`src/sv/desi_pkg.sv`:
```
`timescale 1ns / 1ps
// Shared types and constants for the dual emitter safety interlock.
// Used by desi_cfg_regs, desi_core and dual_emitter_safety_interlock_unit.
package desi_pkg;

    typedef enum logic [2:0] {
        OP_TICK    = 3'd0,
        OP_ON_ONE  = 3'd1,
        OP_ON_TWO  = 3'd2,
        OP_OFF_ONE = 3'd3,
        OP_OFF_TWO = 3'd4,
        OP_OFF_ALL = 3'd5,
        OP_ESTOP   = 3'd6,
        OP_CLEAR   = 3'd7
    } t_opcode;

    typedef enum logic [2:0] {
        ST_OK      = 3'd0,
        ST_EMERG   = 3'd1,
        ST_BAD_CUR = 3'd2,
        ST_THERMAL = 3'd3,
        ST_BUDGET  = 3'd4
    } t_status;

    typedef enum logic [1:0] {
        EV_NONE    = 2'd0,
        EV_HELD    = 2'd1,
        EV_CLEARED = 2'd2
    } t_thermal_event;

    typedef enum logic [2:0] {
        CFG_DEF_ONE   = 3'd0,
        CFG_DEF_TWO   = 3'd1,
        CFG_ABS_LIMIT = 3'd2,
        CFG_TEMP_LIM  = 3'd3,
        CFG_TEMP_EN   = 3'd4,
        CFG_BUDGET    = 3'd5
    } t_cfg_index;

    localparam int CUR_W  = 11;
    localparam int TEMP_W = 15;
    localparam int TLIM_W = 10;
    localparam int ACC_W  = 32;

    localparam logic [CUR_W-1:0]  RST_DEF_CUR   = 11'd300;
    localparam logic [CUR_W-1:0]  RST_ABS_LIMIT = 11'd1000;
    localparam logic [TLIM_W-1:0] RST_TEMP_LIM  = 10'd700;
    localparam logic [ACC_W-1:0]  RST_BUDGET    = 32'd60000;

    localparam logic signed [TEMP_W:0] TEMP_INVALID = -16'sd1000;
    localparam logic signed [TEMP_W:0] TEMP_HYST    = 16'sd50;

    typedef struct packed {
        logic [CUR_W-1:0]  def_cur_one;
        logic [CUR_W-1:0]  def_cur_two;
        logic [CUR_W-1:0]  abs_limit;
        logic [TLIM_W-1:0] temp_limit;
        logic              temp_en;
        logic [ACC_W-1:0]  budget;
    } t_cfg;

    typedef struct packed {
        t_status          status;
        logic             one_on;
        logic [CUR_W-1:0] one_cur;
        logic             two_on;
        logic [CUR_W-1:0] two_cur;
        logic             throttled;
        t_thermal_event   event_code;
        logic             emerg;
        logic [ACC_W-1:0] acc;
    } t_result;

endpackage

```
`src/sv/desi_cfg_regs.sv`:
```
`timescale 1ns / 1ps
// Configuration register file for the safety interlock.
// Depends on desi_pkg for the register indexes, reset values and t_cfg.
module desi_cfg_regs (
    input  logic            i_clk,
    input  logic            i_rst_n,
    input  logic            i_wr,
    input  logic [2:0]      i_index,
    input  logic [31:0]     i_data,
    output desi_pkg::t_cfg  o_cfg
);

    desi_pkg::t_cfg r_cfg;

    always_ff @(posedge i_clk) begin
        if (!i_rst_n) begin
            r_cfg.def_cur_one <= desi_pkg::RST_DEF_CUR;
            r_cfg.def_cur_two <= desi_pkg::RST_DEF_CUR;
            r_cfg.abs_limit   <= desi_pkg::RST_ABS_LIMIT;
            r_cfg.temp_limit  <= desi_pkg::RST_TEMP_LIM;
            r_cfg.temp_en     <= 1'b1;
            r_cfg.budget      <= desi_pkg::RST_BUDGET;
        end else if (i_wr) begin
            case (desi_pkg::t_cfg_index'(i_index))
                desi_pkg::CFG_DEF_ONE:   r_cfg.def_cur_one <= i_data[desi_pkg::CUR_W-1:0];
                desi_pkg::CFG_DEF_TWO:   r_cfg.def_cur_two <= i_data[desi_pkg::CUR_W-1:0];
                desi_pkg::CFG_ABS_LIMIT: r_cfg.abs_limit   <= i_data[desi_pkg::CUR_W-1:0];
                desi_pkg::CFG_TEMP_LIM:  r_cfg.temp_limit  <= i_data[desi_pkg::TLIM_W-1:0];
                desi_pkg::CFG_TEMP_EN:   r_cfg.temp_en     <= i_data[0];
                desi_pkg::CFG_BUDGET:    r_cfg.budget      <= i_data;
                default: begin
                end
            endcase
        end
    end

    assign o_cfg = r_cfg;

endmodule

```
`src/sv/desi_core.sv`:
```
`timescale 1ns / 1ps
// Interlock state and single-pass command update: checks, counters, thermal hysteresis.
// Depends on desi_pkg for opcodes, status codes, t_cfg and t_result.
module desi_core #(
    parameter int COUNTER_BITS = 32
) (
    input  logic                               i_clk,
    input  logic                               i_rst_n,
    input  logic                               i_fire,
    input  desi_pkg::t_opcode                  i_op,
    input  logic [desi_pkg::CUR_W-1:0]         i_req,
    input  logic signed [desi_pkg::TEMP_W-1:0] i_temp,
    input  desi_pkg::t_cfg                     i_cfg,
    output desi_pkg::t_result                  o_result
);

    localparam int CW   = COUNTER_BITS;
    localparam int WIDE = (CW > desi_pkg::ACC_W) ? CW : desi_pkg::ACC_W;

    logic                       r_emerg, n_emerg;
    logic                       r_act1, n_act1;
    logic                       r_act2, n_act2;
    logic [desi_pkg::CUR_W-1:0] r_lvl1, n_lvl1;
    logic [desi_pkg::CUR_W-1:0] r_lvl2, n_lvl2;
    logic [CW-1:0]              r_el1, n_el1;
    logic [CW-1:0]              r_el2, n_el2;
    logic [CW-1:0]              r_total, n_total;
    logic                       r_throttle, n_throttle;

    logic                                is_two;
    logic [desi_pkg::CUR_W-1:0]          cur;
    logic                                cur_bad;
    logic signed [desi_pkg::TEMP_W:0]    temp_x;
    logic signed [desi_pkg::TEMP_W:0]    lim_x;
    logic                                th_check, th_fail, th_clear;
    logic [WIDE-1:0]                     total_w;
    logic [WIDE-1:0]                     wide_sat;
    logic                                over_budget;
    logic [CW-1:0]                       el1_inc, el2_inc;
    logic                                off1, off2;
    logic [CW+1:0]                       off_sum;
    logic [CW-1:0]                       total_off;
    desi_pkg::t_status                   status;
    desi_pkg::t_thermal_event            ev;

    assign is_two  = (i_op == desi_pkg::OP_ON_TWO);
    assign cur     = (i_req != '0) ? i_req : (is_two ? i_cfg.def_cur_two : i_cfg.def_cur_one);
    assign cur_bad = (cur == '0) || (cur > i_cfg.abs_limit);

    assign temp_x   = {i_temp[desi_pkg::TEMP_W-1], i_temp};
    assign lim_x    = $signed({{(desi_pkg::TEMP_W + 1 - desi_pkg::TLIM_W){1'b0}},
                               i_cfg.temp_limit});
    assign th_check = i_cfg.temp_en && !(temp_x < desi_pkg::TEMP_INVALID);
    assign th_fail  = th_check && (temp_x >= lim_x);
    assign th_clear = th_check && !(temp_x >= lim_x) && r_throttle
                      && (temp_x < (lim_x - desi_pkg::TEMP_HYST));

    assign total_w     = WIDE'(r_total);
    assign over_budget = total_w > WIDE'(i_cfg.budget);

    assign el1_inc = (&r_el1) ? r_el1 : r_el1 + 1'b1;
    assign el2_inc = (&r_el2) ? r_el2 : r_el2 + 1'b1;

    assign off1      = r_act1 && (i_op == desi_pkg::OP_OFF_ONE || i_op == desi_pkg::OP_OFF_ALL);
    assign off2      = r_act2 && (i_op == desi_pkg::OP_OFF_TWO || i_op == desi_pkg::OP_OFF_ALL);
    assign off_sum   = (CW+2)'(r_total) + (off1 ? (CW+2)'(r_el1) : '0)
                     + (off2 ? (CW+2)'(r_el2) : '0);
    assign total_off = (|off_sum[CW+1:CW]) ? '1 : off_sum[CW-1:0];

    always_comb begin
        n_emerg    = r_emerg;
        n_act1     = r_act1;
        n_act2     = r_act2;
        n_lvl1     = r_lvl1;
        n_lvl2     = r_lvl2;
        n_el1      = r_el1;
        n_el2      = r_el2;
        n_total    = r_total;
        n_throttle = r_throttle;
        status     = desi_pkg::ST_OK;
        ev         = desi_pkg::EV_NONE;
        case (i_op)
            desi_pkg::OP_TICK: begin
                if (r_act1) n_el1 = el1_inc;
                if (r_act2) n_el2 = el2_inc;
            end
            desi_pkg::OP_ON_ONE, desi_pkg::OP_ON_TWO: begin
                if (r_emerg) begin
                    status = desi_pkg::ST_EMERG;
                end else if (cur_bad) begin
                    status = desi_pkg::ST_BAD_CUR;
                end else begin
                    if (th_fail) begin
                        n_throttle = 1'b1;
                        ev         = desi_pkg::EV_HELD;
                    end else if (th_clear) begin
                        n_throttle = 1'b0;
                        ev         = desi_pkg::EV_CLEARED;
                    end
                    if (th_fail) begin
                        status = desi_pkg::ST_THERMAL;
                    end else if (over_budget) begin
                        status = desi_pkg::ST_BUDGET;
                    end else if (is_two) begin
                        n_act2 = 1'b1;
                        n_lvl2 = cur;
                        n_el2  = '0;
                    end else begin
                        n_act1 = 1'b1;
                        n_lvl1 = cur;
                        n_el1  = '0;
                    end
                end
            end
            desi_pkg::OP_OFF_ONE, desi_pkg::OP_OFF_TWO, desi_pkg::OP_OFF_ALL: begin
                n_total = total_off;
                if (i_op != desi_pkg::OP_OFF_TWO) begin
                    n_act1 = 1'b0;
                    n_lvl1 = '0;
                    n_el1  = '0;
                end
                if (i_op != desi_pkg::OP_OFF_ONE) begin
                    n_act2 = 1'b0;
                    n_lvl2 = '0;
                    n_el2  = '0;
                end
            end
            desi_pkg::OP_ESTOP: begin
                n_emerg = 1'b1;
                n_act1  = 1'b0;
                n_act2  = 1'b0;
                n_lvl1  = '0;
                n_lvl2  = '0;
                n_el1   = '0;
                n_el2   = '0;
            end
            desi_pkg::OP_CLEAR: begin
                n_total = '0;
            end
            default: begin
            end
        endcase
    end

    assign wide_sat = WIDE'(n_total);

    always_comb begin
        o_result.status     = status;
        o_result.one_on     = n_act1;
        o_result.one_cur    = n_act1 ? n_lvl1 : '0;
        o_result.two_on     = n_act2;
        o_result.two_cur    = n_act2 ? n_lvl2 : '0;
        o_result.throttled  = n_throttle;
        o_result.event_code = ev;
        o_result.emerg      = n_emerg;
        o_result.acc        = (wide_sat > WIDE'({desi_pkg::ACC_W{1'b1}}))
                              ? '1 : wide_sat[desi_pkg::ACC_W-1:0];
    end

    always_ff @(posedge i_clk) begin
        if (!i_rst_n) begin
            r_emerg    <= 1'b0;
            r_act1     <= 1'b0;
            r_act2     <= 1'b0;
            r_lvl1     <= '0;
            r_lvl2     <= '0;
            r_el1      <= '0;
            r_el2      <= '0;
            r_total    <= '0;
            r_throttle <= 1'b0;
        end else if (i_fire) begin
            r_emerg    <= n_emerg;
            r_act1     <= n_act1;
            r_act2     <= n_act2;
            r_lvl1     <= n_lvl1;
            r_lvl2     <= n_lvl2;
            r_el1      <= n_el1;
            r_el2      <= n_el2;
            r_total    <= n_total;
            r_throttle <= n_throttle;
        end
    end

endmodule

```
`src/sv/dual_emitter_safety_interlock_unit.sv`:
```
`timescale 1ns / 1ps
// Dual emitter safety interlock: one command in, one result out, one command per clock
// while the output is not stalled. A command passes an input register, is applied to the
// interlock state in a single pass and its result waits in an output register, which it
// leaves at an edge when the output is not stalled. Throughput is one command per cycle
// while the output is not stalled; desi_core updates the state in a single pass. The
// configuration port is always ready; write it only while no command is in flight.
// Depends on desi_pkg, desi_cfg_regs and desi_core.
module dual_emitter_safety_interlock_unit #(
    parameter int COUNTER_BITS = 32
) (
    input  logic                               i_clk,
    input  logic                               i_rst_n,
    input  logic                               i_in_valid,
    output logic                               o_in_stall,
    input  logic [2:0]                         i_opcode,
    input  logic [desi_pkg::CUR_W-1:0]         i_request_current,
    input  logic signed [desi_pkg::TEMP_W-1:0] i_temperature,
    output logic                               o_out_valid,
    input  logic                               i_out_stall,
    output logic [2:0]                         o_status,
    output logic                               o_drive_one_on,
    output logic [desi_pkg::CUR_W-1:0]         o_drive_one_current,
    output logic                               o_drive_two_on,
    output logic [desi_pkg::CUR_W-1:0]         o_drive_two_current,
    output logic                               o_throttled,
    output logic [1:0]                         o_thermal_event,
    output logic                               o_emergency_latched,
    output logic [desi_pkg::ACC_W-1:0]         o_accumulated_on_time,
    input  logic                               i_cfg_valid,
    output logic                               o_cfg_ready,
    input  logic [2:0]                         i_cfg_index,
    input  logic [31:0]                        i_cfg_data
);

    logic                               r_in_valid;
    logic [2:0]                         r_op;
    logic [desi_pkg::CUR_W-1:0]         r_req;
    logic signed [desi_pkg::TEMP_W-1:0] r_temp;
    logic                               r_out_valid;
    desi_pkg::t_result                  r_out;

    logic              out_free;
    logic              fire;
    logic              in_load;
    desi_pkg::t_cfg    cfg;
    desi_pkg::t_result result;

    assign out_free   = !r_out_valid || !i_out_stall;
    assign fire       = r_in_valid && out_free;
    assign o_in_stall = r_in_valid && !out_free;
    assign in_load    = i_in_valid && !o_in_stall;
    assign o_cfg_ready = 1'b1;

    desi_cfg_regs u_cfg (
        .i_clk   (i_clk),
        .i_rst_n (i_rst_n),
        .i_wr    (i_cfg_valid && o_cfg_ready),
        .i_index (i_cfg_index),
        .i_data  (i_cfg_data),
        .o_cfg   (cfg)
    );

    desi_core #(
        .COUNTER_BITS (COUNTER_BITS)
    ) u_core (
        .i_clk    (i_clk),
        .i_rst_n  (i_rst_n),
        .i_fire   (fire),
        .i_op     (desi_pkg::t_opcode'(r_op)),
        .i_req    (r_req),
        .i_temp   (r_temp),
        .i_cfg    (cfg),
        .o_result (result)
    );

    always_ff @(posedge i_clk) begin
        if (!i_rst_n) begin
            r_in_valid  <= 1'b0;
            r_out_valid <= 1'b0;
        end else begin
            if (in_load) begin
                r_in_valid <= 1'b1;
            end else if (fire) begin
                r_in_valid <= 1'b0;
            end
            if (fire) begin
                r_out_valid <= 1'b1;
            end else if (!i_out_stall) begin
                r_out_valid <= 1'b0;
            end
        end
    end

    always_ff @(posedge i_clk) begin
        if (in_load) begin
            r_op   <= i_opcode;
            r_req  <= i_request_current;
            r_temp <= i_temperature;
        end
        if (fire) begin
            r_out <= result;
        end
    end

    assign o_out_valid           = r_out_valid;
    assign o_status              = r_out.status;
    assign o_drive_one_on        = r_out.one_on;
    assign o_drive_one_current   = r_out.one_cur;
    assign o_drive_two_on        = r_out.two_on;
    assign o_drive_two_current   = r_out.two_cur;
    assign o_throttled           = r_out.throttled;
    assign o_thermal_event       = r_out.event_code;
    assign o_emergency_latched   = r_out.emerg;
    assign o_accumulated_on_time = r_out.acc;

    a_fire_gives_result: assert property (@(posedge i_clk) disable iff (!i_rst_n)
        fire |=> o_out_valid)
        else $error("command left the input register without a result");

    a_emerg_forces_off: assert property (@(posedge i_clk) disable iff (!i_rst_n)
        o_out_valid && o_emergency_latched |-> !o_drive_one_on && !o_drive_two_on)
        else $error("channel on while emergency latched");

    a_off_means_zero: assert property (@(posedge i_clk) disable iff (!i_rst_n)
        o_out_valid && !o_drive_one_on && !o_drive_two_on
        |-> o_drive_one_current == '0 && o_drive_two_current == '0)
        else $error("drive current on an inactive channel");

    a_thermal_refusal: assert property (@(posedge i_clk) disable iff (!i_rst_n)
        o_out_valid && o_status == 3'(desi_pkg::ST_THERMAL)
        |-> o_throttled && o_thermal_event == 2'(desi_pkg::EV_HELD))
        else $error("thermal refusal without throttle");

endmodule

```
`config.mk`:
```
export PLATFORM = sky130hd
export DESIGN_NAME = dual_emitter_safety_interlock_unit
export DESIGN_NICKNAME = d
export VERILOG_FILES = /design/src/sv/desi_pkg.sv /design/src/sv/desi_cfg_regs.sv /design/src/sv/desi_core.sv /design/src/sv/dual_emitter_safety_interlock_unit.sv
export SDC_FILE = /design/constraint.sdc
export NUM_CORES = 1
export LEC_CHECK = 0
export BUFFER_PORTS_ARGS = -buffer_cell sky130_fd_sc_hd__buf_4
export CAP_MARGIN = 25
export CORE_MARGIN = 2
export CORE_UTILIZATION = 40
export DETAILED_ROUTE_END_ITERATION = 12
export PLACE_DENSITY_LB_ADDON = 0.1
export SETUP_SLACK_MARGIN = 0.4
export SLEW_MARGIN = 20
export SYNTH_ARGS = -nofsm -noshare
export SYNTH_HDL_FRONTEND = slang
export SYNTH_SLANG_ARGS = --single-unit
```
`constraint.sdc`:
```
create_clock -name i_clk -period 11.3 [get_ports i_clk]
set_input_delay 1.13 -clock i_clk [delete_from_list [all_inputs] [get_ports i_clk]]
set_output_delay 1.13 -clock i_clk [all_outputs]
set_load 0.05 [all_outputs]
```
==> flow_metrics.py, run 1 <==
metrics = {
    "outcome": {
        "outcome": "finished clean",
    },
    "layout": {
        "final_net_count": 2230,
        "fillerInstances": 4128,
        "post_route_cells_drive_above_1_share_pct": 11.48,
        "multi_input_area_sq_um": 9148,
        "layout.area.seq_sq_um": 6766,
        "antenna-diode-count": 0,
        "most-common-layout-cells": "nand2_1, dfxtp_1, a21oi_1",
        "mostFrequentLayoutCell": "nand2_1",
        "areaGrowthSynthToFinish_pct": 15.32,
        "finalInstanceArea_sq_um": 19480,
    },
    "power": {
        "p_sw_share_pct": 25.55,
        "static-leakage-power_nw": 7.844,
        "pwr-share-clk_pct": 46.0,
        "internal-power_w": 0.001846,
        "seqPwrFrac_pct": 45.4,
        "vdd_ir_drop_max_uv": 94.21,
        "netSwitchingPower_w": 0.0006336,
        "power_per_cell_area_nw_per_um2": 127.3,
        "pwr-share-comb_pct": 8.5,
    },
    "drt": {
        "via_per_inst": 5.713,
        "wl_per_cell_um": 19.99,
        "detailedRoute.firstPassIterationCount": 5,
        "dr.first_iter.drc_count": 1012,
        "final_antenna_net_count": 0,
        "residual_drc": 0,
        "vias": 14820,
        "wirelength_mm": 51.86,
    },
    "yosys": {
        "ys_async_sr_fraction_pct": 0,
        "synthDistinctLibCells": 71,
        "synth_seq_cells": 292,
        "synthCells": 1948,
        "syn_nets": 2151,
        "synth_enable_flop_cells": 92,
        "synth_area_per_cell_sq_um": 8.672,
        "synth.cell_area_sq_um": 16890,
        "synth_flop_cell": "dfxtp_1",
        "synth_top_area_cell": "dfxtp_1",
        "ys_seq_area_share_pct": 40.05,
        "yosys_warnings": 0,
        "synth_top_area_share_pct": 23.70,
        "ys_top_cells_by_area": "dfxtp_1, edfxtp_1, nand2_1",
    },
    "critical_path": {
        "crit_family": "compound AO/OA/AOI/OAI gates",
        "rrSetupSlack_ns": 5.23,
        "worstSetupEndpointType": "flip-flop",
        "critical_path.cell_chain": "nor2b_1, and2_1, buf_4, nand2_1, fa_1, inv_1, ha_1, nand2_1, o31a_1, o31ai_4, o311ai_1, a2111o_1, a211o_1, o211ai_2, buf_4, o211ai_1",
        "path_max_fanout": 29,
        "max_stage_delay_ns": 0.99,
        "path_class": "flip-flop to flip-flop",
        "worstPathBufferInverterCount": 3,
        "slowest_stage": "edfxtp_1",
        "worstPathArrival_ns": 6.50,
        "critPathRequiredTime_ns": 11.73,
        "startpoint_type": "flip-flop",
    },
    "global_routing": {
        "grtUsageTotal_pct": 23.47,
        "wire_length_of_the_first_global_routing_pass_mm": 80.55,
        "grt_max_degree": 73,
        "antenna_found_initial": 0,
        "number_of_global_route_vias_before_repair": 13900,
        "gr-total-overflow": 0,
    },
    "sta": {
        "finClkSkew_ns": 0.02450,
        "final_max_slew_viols": 0,
        "setup_viol_count_final": 0,
        "slew_headroom_pct": 34.94,
        "final.setup.tns_ns": 0,
        "post_route_fraction_of_the_period_consumed_by_the_critical_path_pct": 53.74,
        "grt_setup_unrepaired": "false",
        "clock.fmax_mhz": 164.7,
        "timing_worst_slew_pin_value_ns": 0.9758,
        "finalHoldViolCount": 0,
        "post-route-min-period_ns": 6.073,
    },
    "min_path": {
        "hold_path.class": "flip-flop to flip-flop",
    },
    "cts": {
        "clk_pin_slew_ns": 0.06,
        "cts-hold-fix-buffers": 0,
        "cts_buffers": 37,
        "clock_insertion_delay_worst_skew_ns": 0.56,
        "cts_num_sinks": 292,
        "ctsResizeCount": 0,
        "cts.repair_timing.setup_buffer_count": 0,
        "cts.htree.levels": 2,
        "tritoncts": "yes",
        "ctsLongestPathBuffers": 3,
        "cts-root-buf": "clkbuf_16",
    },
    "die": {
        "std_cell_rows": 75,
        "die_h_um": 209.5,
        "die-area_sq_um": 43890,
        "horizontal_die_dimension_um": 209.5,
        "design.core.area_sq_um": 41850,
        "io_pins": 135,
        "initial_standard_cell_utilization_of_the_core_pct": 40.36,
    },
    "placement": {
        "gp_congestion": 0.8710,
        "io_buffers": 133,
        "placed_cell_area_sq_um": 18280,
        "place.detailed.hpwl_mm": 38.72,
    },
    "job": {
        "drv.max_cap_violation_count": 0,
    },
}
-- metal layers --
| metal | wire (um) | share of wire [%] | GRT usage, % | up-vias |
|---|---|---|---|---|
| met2 | 21660 | 42 | 33.87 | 505 |
| met4 | 1102 | 2.1 | 5.894 | 0 |
| li1 | - | - | - | 7172 |
| met1 | 25510 | 49 | 36.17 | 7070 |
| met3 | 3584 | 6.9 | 3.890 | 73 |
| met5 | 0 | 0 | 0 | - |
-- cell families after synthesis --
group / Yosys count / synth area share (%)
mux: 16 / 0.9480
fa+ha+maj: 134 / 11.39
buf+inv: 267 / 6.110
xor+xnor: 37 / 1.918
compound gates: 514 / 20.11
flops: 292 / 40.05
simple gates: 687 / 19.45
other cells: 1 / 0.02220
-- state kept, by name, indices dropped and copies added, names as in the netlist --
register	count
u_cfg.o_cfg	76
o_accumulated_on_time	32
u_core.r_el1	32
u_core.r_el2	32
u_core.r_total	32
r_temp	15
o_drive_one_current	11
o_drive_two_current	11
r_req	11
u_core.r_lvl1	11
u_core.r_lvl2	11
o_status	3
r_op	3
o_thermal_event	2
o_drive_one_on	1
o_drive_two_on	1
o_emergency_latched	1
o_out_valid	1
o_throttled	1
r_in_valid	1
u_core.r_act1	1
u_core.r_act2	1
u_core.r_emerg	1
u_core.r_throttle	1
-- worst min-delay path: cells and delay by family (launching register included) --
family | cells | cell delay [ns]
flip-flops | 1 | 0.31
AND/OR/NAND/NOR | 1 | 0.05
AO/OA/AOI/OAI | 1 | 0.05
-- metrics by stage --
stage / total power, W / utilization [%] / setup WS [ns] / hold slack (ns) / instances
floorplan: 0.001276 / - / 6.376 / 0.4363 / 1948
global placement: 0.001356 / 43.66 / 5.423 / 0.4457 / 2523
detailed placement: 0.001359 / 43.68 / 5.253 / 0.4480 / 2524
CTS: 0.002508 / 46.50 / 5.238 / 0.4556 / 2591
global route: 0.002572 / 46.55 / 4.780 / 0.4699 / 2594
finish: 0.002480 / 46.55 / 5.227 / 0.4563 / 2594
-- final timing paths --
kind / cells past startpoint / end / startpoint
worst max-delay path: 16 / u_core.r_total[27]$_SDFFE_PN0P_ / r_op[2]$_DFFE_PP_
worst min-delay path: 2 / u_cfg.o_cfg[8]$_SDFFE_PN0P_ / u_cfg.o_cfg[8]$_SDFFE_PN0P_
worst max register to register: 16 / u_core.r_total[27]$_SDFFE_PN0P_ / r_op[2]$_DFFE_PP_
worst min register to register: 2 / u_cfg.o_cfg[8]$_SDFFE_PN0P_ / u_cfg.o_cfg[8]$_SDFFE_PN0P_
-- area by class of cell --
| cell class | count | share of cell area, % |
|---|---|---|
| clock buffer | 55 | 5.626 |
| clock inverter | 12 | 0.4239 |
| inverter | 156 | 3.006 |
| multi-input combinational | 1389 | 46.96 |
| sequential | 292 | 34.73 |
| tap | 539 | 3.462 |
| timing repair buffer | 151 | 5.793 |
-- power by group through the flow --
stage	Sequential [W]	Clock (W)	Combinational (W)
after floorplan	0.00117	0	0.000102
after global placement	0.00115	0	0.000208
after detailed placement	0.00115	0	0.000211
after CTS	0.00113	0.00117	0.000211
after global routing	0.00113	0.00121	0.000229
final	0.00113	0.00114	0.000212
-- Yosys cell counts, types with 4 or more instances --
cell      count
buf_2        15
a41oi_1      13
inv_1       155
a31oi_1       5
nor2_1       59
a21o_1       19
a31o_2        4
nand2_1     339
xor2_1       14
a32o_1        8
o21ai_0      66
or2_2         7
dfxtp_1     200
or4_1        32
ha_1        101
a22oi_1      53
and3_1       19
nand3_1      66
o21bai_1     18
a211o_1       5
clkbuf_1     91
nand2b_1     12
o211ai_1     35
fa_1         33
a211oi_1     10
nor3_1       17
o311ai_0     11
or3_1        37
mux2i_1      16
and2_1       23
o21a_1        8
a22o_1       22
nand3b_1      5
nand4_1      35
xnor2_1      23
nor4_1       10
nor2b_1       9
edfxtp_1     92
and4_1        9
o31ai_1      36
a21oi_1     173
(Power assumes the default switching activity.)
==> run 2, diff against run 1 <==
- clock period: 11.3 -> 6.1 ns (I/O delays scaled with it)
==> run 2 against run 1 <==
Flip-flop and latch count did not move. First-iteration DRC count increased by 32%. Cell area rose by 0.24%. Via count shrank 0.42%. Die area unchanged. Combinational power grew 92%. Clock power rose by 82%. Cell count grew 0.39%. Critical endpoint is now o_accumulated_on_time[27]$_DFFE_PP_. Largest cell class unchanged.
==> flow_metrics.py, run 2 (same netlist as run 1, synthesis figures left out) <==
metrics = {
    "sta": {
        "clock.fmax_mhz": 191.7,
        "final_max_slew_viols": 0,
        "setup_viol_count_final": 0,
        "post_route_fraction_of_the_period_consumed_by_the_critical_path_pct": 85.51,
        "post-route-min-period_ns": 5.216,
        "grt_setup_unrepaired": "false",
        "finalHoldViolCount": 0,
        "slew_headroom_pct": 34.87,
        "final.setup.tns_ns": 0,
        "finClkSkew_ns": 0.01605,
        "hold_ws_ns": 0.2310,
        "timing_worst_slew_pin_value_ns": 0.9770,
    },
    "die": {
        "std_cell_rows": 75,
        "design.core.area_sq_um": 41850,
        "die-area_sq_um": 43890,
        "horizontal_die_dimension_um": 209.5,
        "initial_standard_cell_utilization_of_the_core_pct": 40.36,
        "io_pins": 135,
        "die_h_um": 209.5,
    },
    "cts": {
        "cts-hold-fix-buffers": 0,
        "cts.repair_timing.setup_buffer_count": 0,
        "ctsResizeCount": 0,
        "clk_pin_slew_ns": 0.06,
        "ctsLongestPathBuffers": 3,
        "cts_buffers": 36,
        "cts.htree.levels": 2,
        "clock_insertion_delay_worst_skew_ns": 0.55,
        "cts-root-buf": "clkbuf_16",
        "cts_num_sinks": 292,
        "tritoncts": "yes",
    },
    "power": {
        "vdd_ir_drop_max_uv": 177.1,
        "p_sw_share_pct": 25.42,
        "netSwitchingPower_w": 0.001159,
        "pwr-share-comb_pct": 8.9,
        "internal-power_w": 0.003399,
        "power_per_cell_area_nw_per_um2": 233.4,
        "static-leakage-power_nw": 7.882,
        "pwr-share-clk_pct": 45.4,
        "seqPwrFrac_pct": 45.7,
    },
    "drt": {
        "wirelength_mm": 51.97,
        "residual_drc": 0,
        "vias": 14760,
        "via_per_inst": 5.667,
        "detailedRoute.firstPassIterationCount": 7,
        "dr.first_iter.drc_count": 1333,
        "wl_per_cell_um": 19.96,
        "final_antenna_net_count": 0,
    },
    "critical_path": {
        "path_max_fanout": 24,
        "path_class": "flip-flop to flip-flop",
        "startpoint_type": "flip-flop",
        "worstPathArrival_ns": 5.48,
        "critPathRequiredTime_ns": 6.36,
        "worstSetupEndpointType": "flip-flop",
    },
    "global_routing": {
        "use_met1_pct": 34.52,
        "wire_length_of_the_first_global_routing_pass_mm": 80.66,
        "globalRoute.busiestLayer": "met2",
        "grtUsageTotal_pct": 23.53,
        "antenna_found_initial": 0,
        "number_of_global_route_vias_before_repair": 14050,
        "grt_use_met2_pct": 34.71,
        "grt_max_degree": 63,
        "gr-total-overflow": 0,
        "grt.met3_usage_pct": 5.207,
    },
    "layout": {
        "mostFrequentLayoutCell": "nand2_1",
        "multi_input_area_sq_um": 9153,
        "largest_reg_flops": 76,
        "final_net_count": 2242,
        "fillerInstances": 4071,
        "post_route_cells_drive_above_1_share_pct": 11.72,
        "most-common-layout-cells": "nand2_1, dfxtp_1, a21oi_1",
        "layout.area.seq_sq_um": 6766,
        "areaGrowthSynthToFinish_pct": 15.60,
        "antenna-diode-count": 0,
    },
    "placement": {
        "gp_congestion": 0.9037,
        "place.detailed.hpwl_mm": 38.58,
        "io_buffers": 133,
    },
    "outcome": {
        "outcome": "finished clean",
    },
    "min_path": {
        "hold_path.class": "primary input to flip-flop",
    },
    "job": {
        "drv.max_cap_violation_count": 0,
    },
}
-- run 2: changes by cell type in the layout (fill, tap and decap cells not counted), sizes merged --
cell,delta
clkinvlp,-1
bufinv,+1
clkinv,-3
buf,+13
-- run 2: worst max-delay path: stages, from the launching register on --
cell and delay, ns:
edfxtp_1 0.56, nor2b_1 0.20, and2_1 0.63, nand2_1 0.15
fa_1 0.51, inv_1 0.04, ha_1 0.23, fa_1 0.43
a211oi_1 0.34, o211ai_1 0.21, a222oi_1 0.42, o2111ai_1 0.22
nand3b_1 0.16, a21oi_1 0.12, o211ai_2 0.21, buf_4 0.31
o211ai_1 0.14
-- run 2: worst paths after layout --
kind / cells past startpoint / start / to / slack, ns
min reg2reg: 2 / u_cfg.o_cfg[28]$_SDFFE_PN0P_ / u_cfg.o_cfg[28]$_SDFFE_PN0P_ / 0.46
max reg2reg: 16 / r_op[1]$_DFFE_PP_ / o_accumulated_on_time[27]$_DFFE_PP_ / 0.88
min: 1 / i_request_current[1] / r_req[1]$_DFFE_PP_ / 0.23
max: 16 / r_op[1]$_DFFE_PP_ / o_accumulated_on_time[27]$_DFFE_PP_ / 0.88
-- run 2: per-stage QoR --
step           util (%)  instances  cell area (sq um)  power, W  worst slack (ns)
4_1_cts           46.57       2599              19490  0.004607            0.9377
5_1_grt           46.66       2604              19530  0.004724            0.5871
3_5_place_dp      43.89       2535              18370  0.002525            0.9771
3_3_place_gp      43.89       2535              18370  0.002520             1.094
2_1_floorplan         -       1948              16890  0.002364             1.176
6_report          46.66       2604              19530  0.004558            0.8838
-- run 2: area by class of cell --
cell class / instances / area share, %
clock buffer: 55 / 5.363
tap: 539 / 3.453
multi-input combinational: 1389 / 46.87
clock inverter: 9 / 0.3908
inverter: 156 / 2.998
sequential: 292 / 34.65
timing repair buffer: 164 / 6.279
-- run 2: power groups by stage --
stage	Combinational (W)	Clock, W	Sequential (W)
after CTS	0.000405	0.00212	0.00208
after global routing	0.000439	0.00220	0.00209
final	0.000407	0.00207	0.00208
after global placement	0.000398	0	0.00212
after floorplan	0.000189	0	0.00218
after detailed placement	0.000403	0	0.00212
-- run 2: per-layer routing --
metal / routed length, um / vias to the layer above
met3: 3742 / 60
met1: 25080 / 7040
met4: 1214 / 0
li1: - / 7195
met2: 21930 / 463
met5: 0 / -
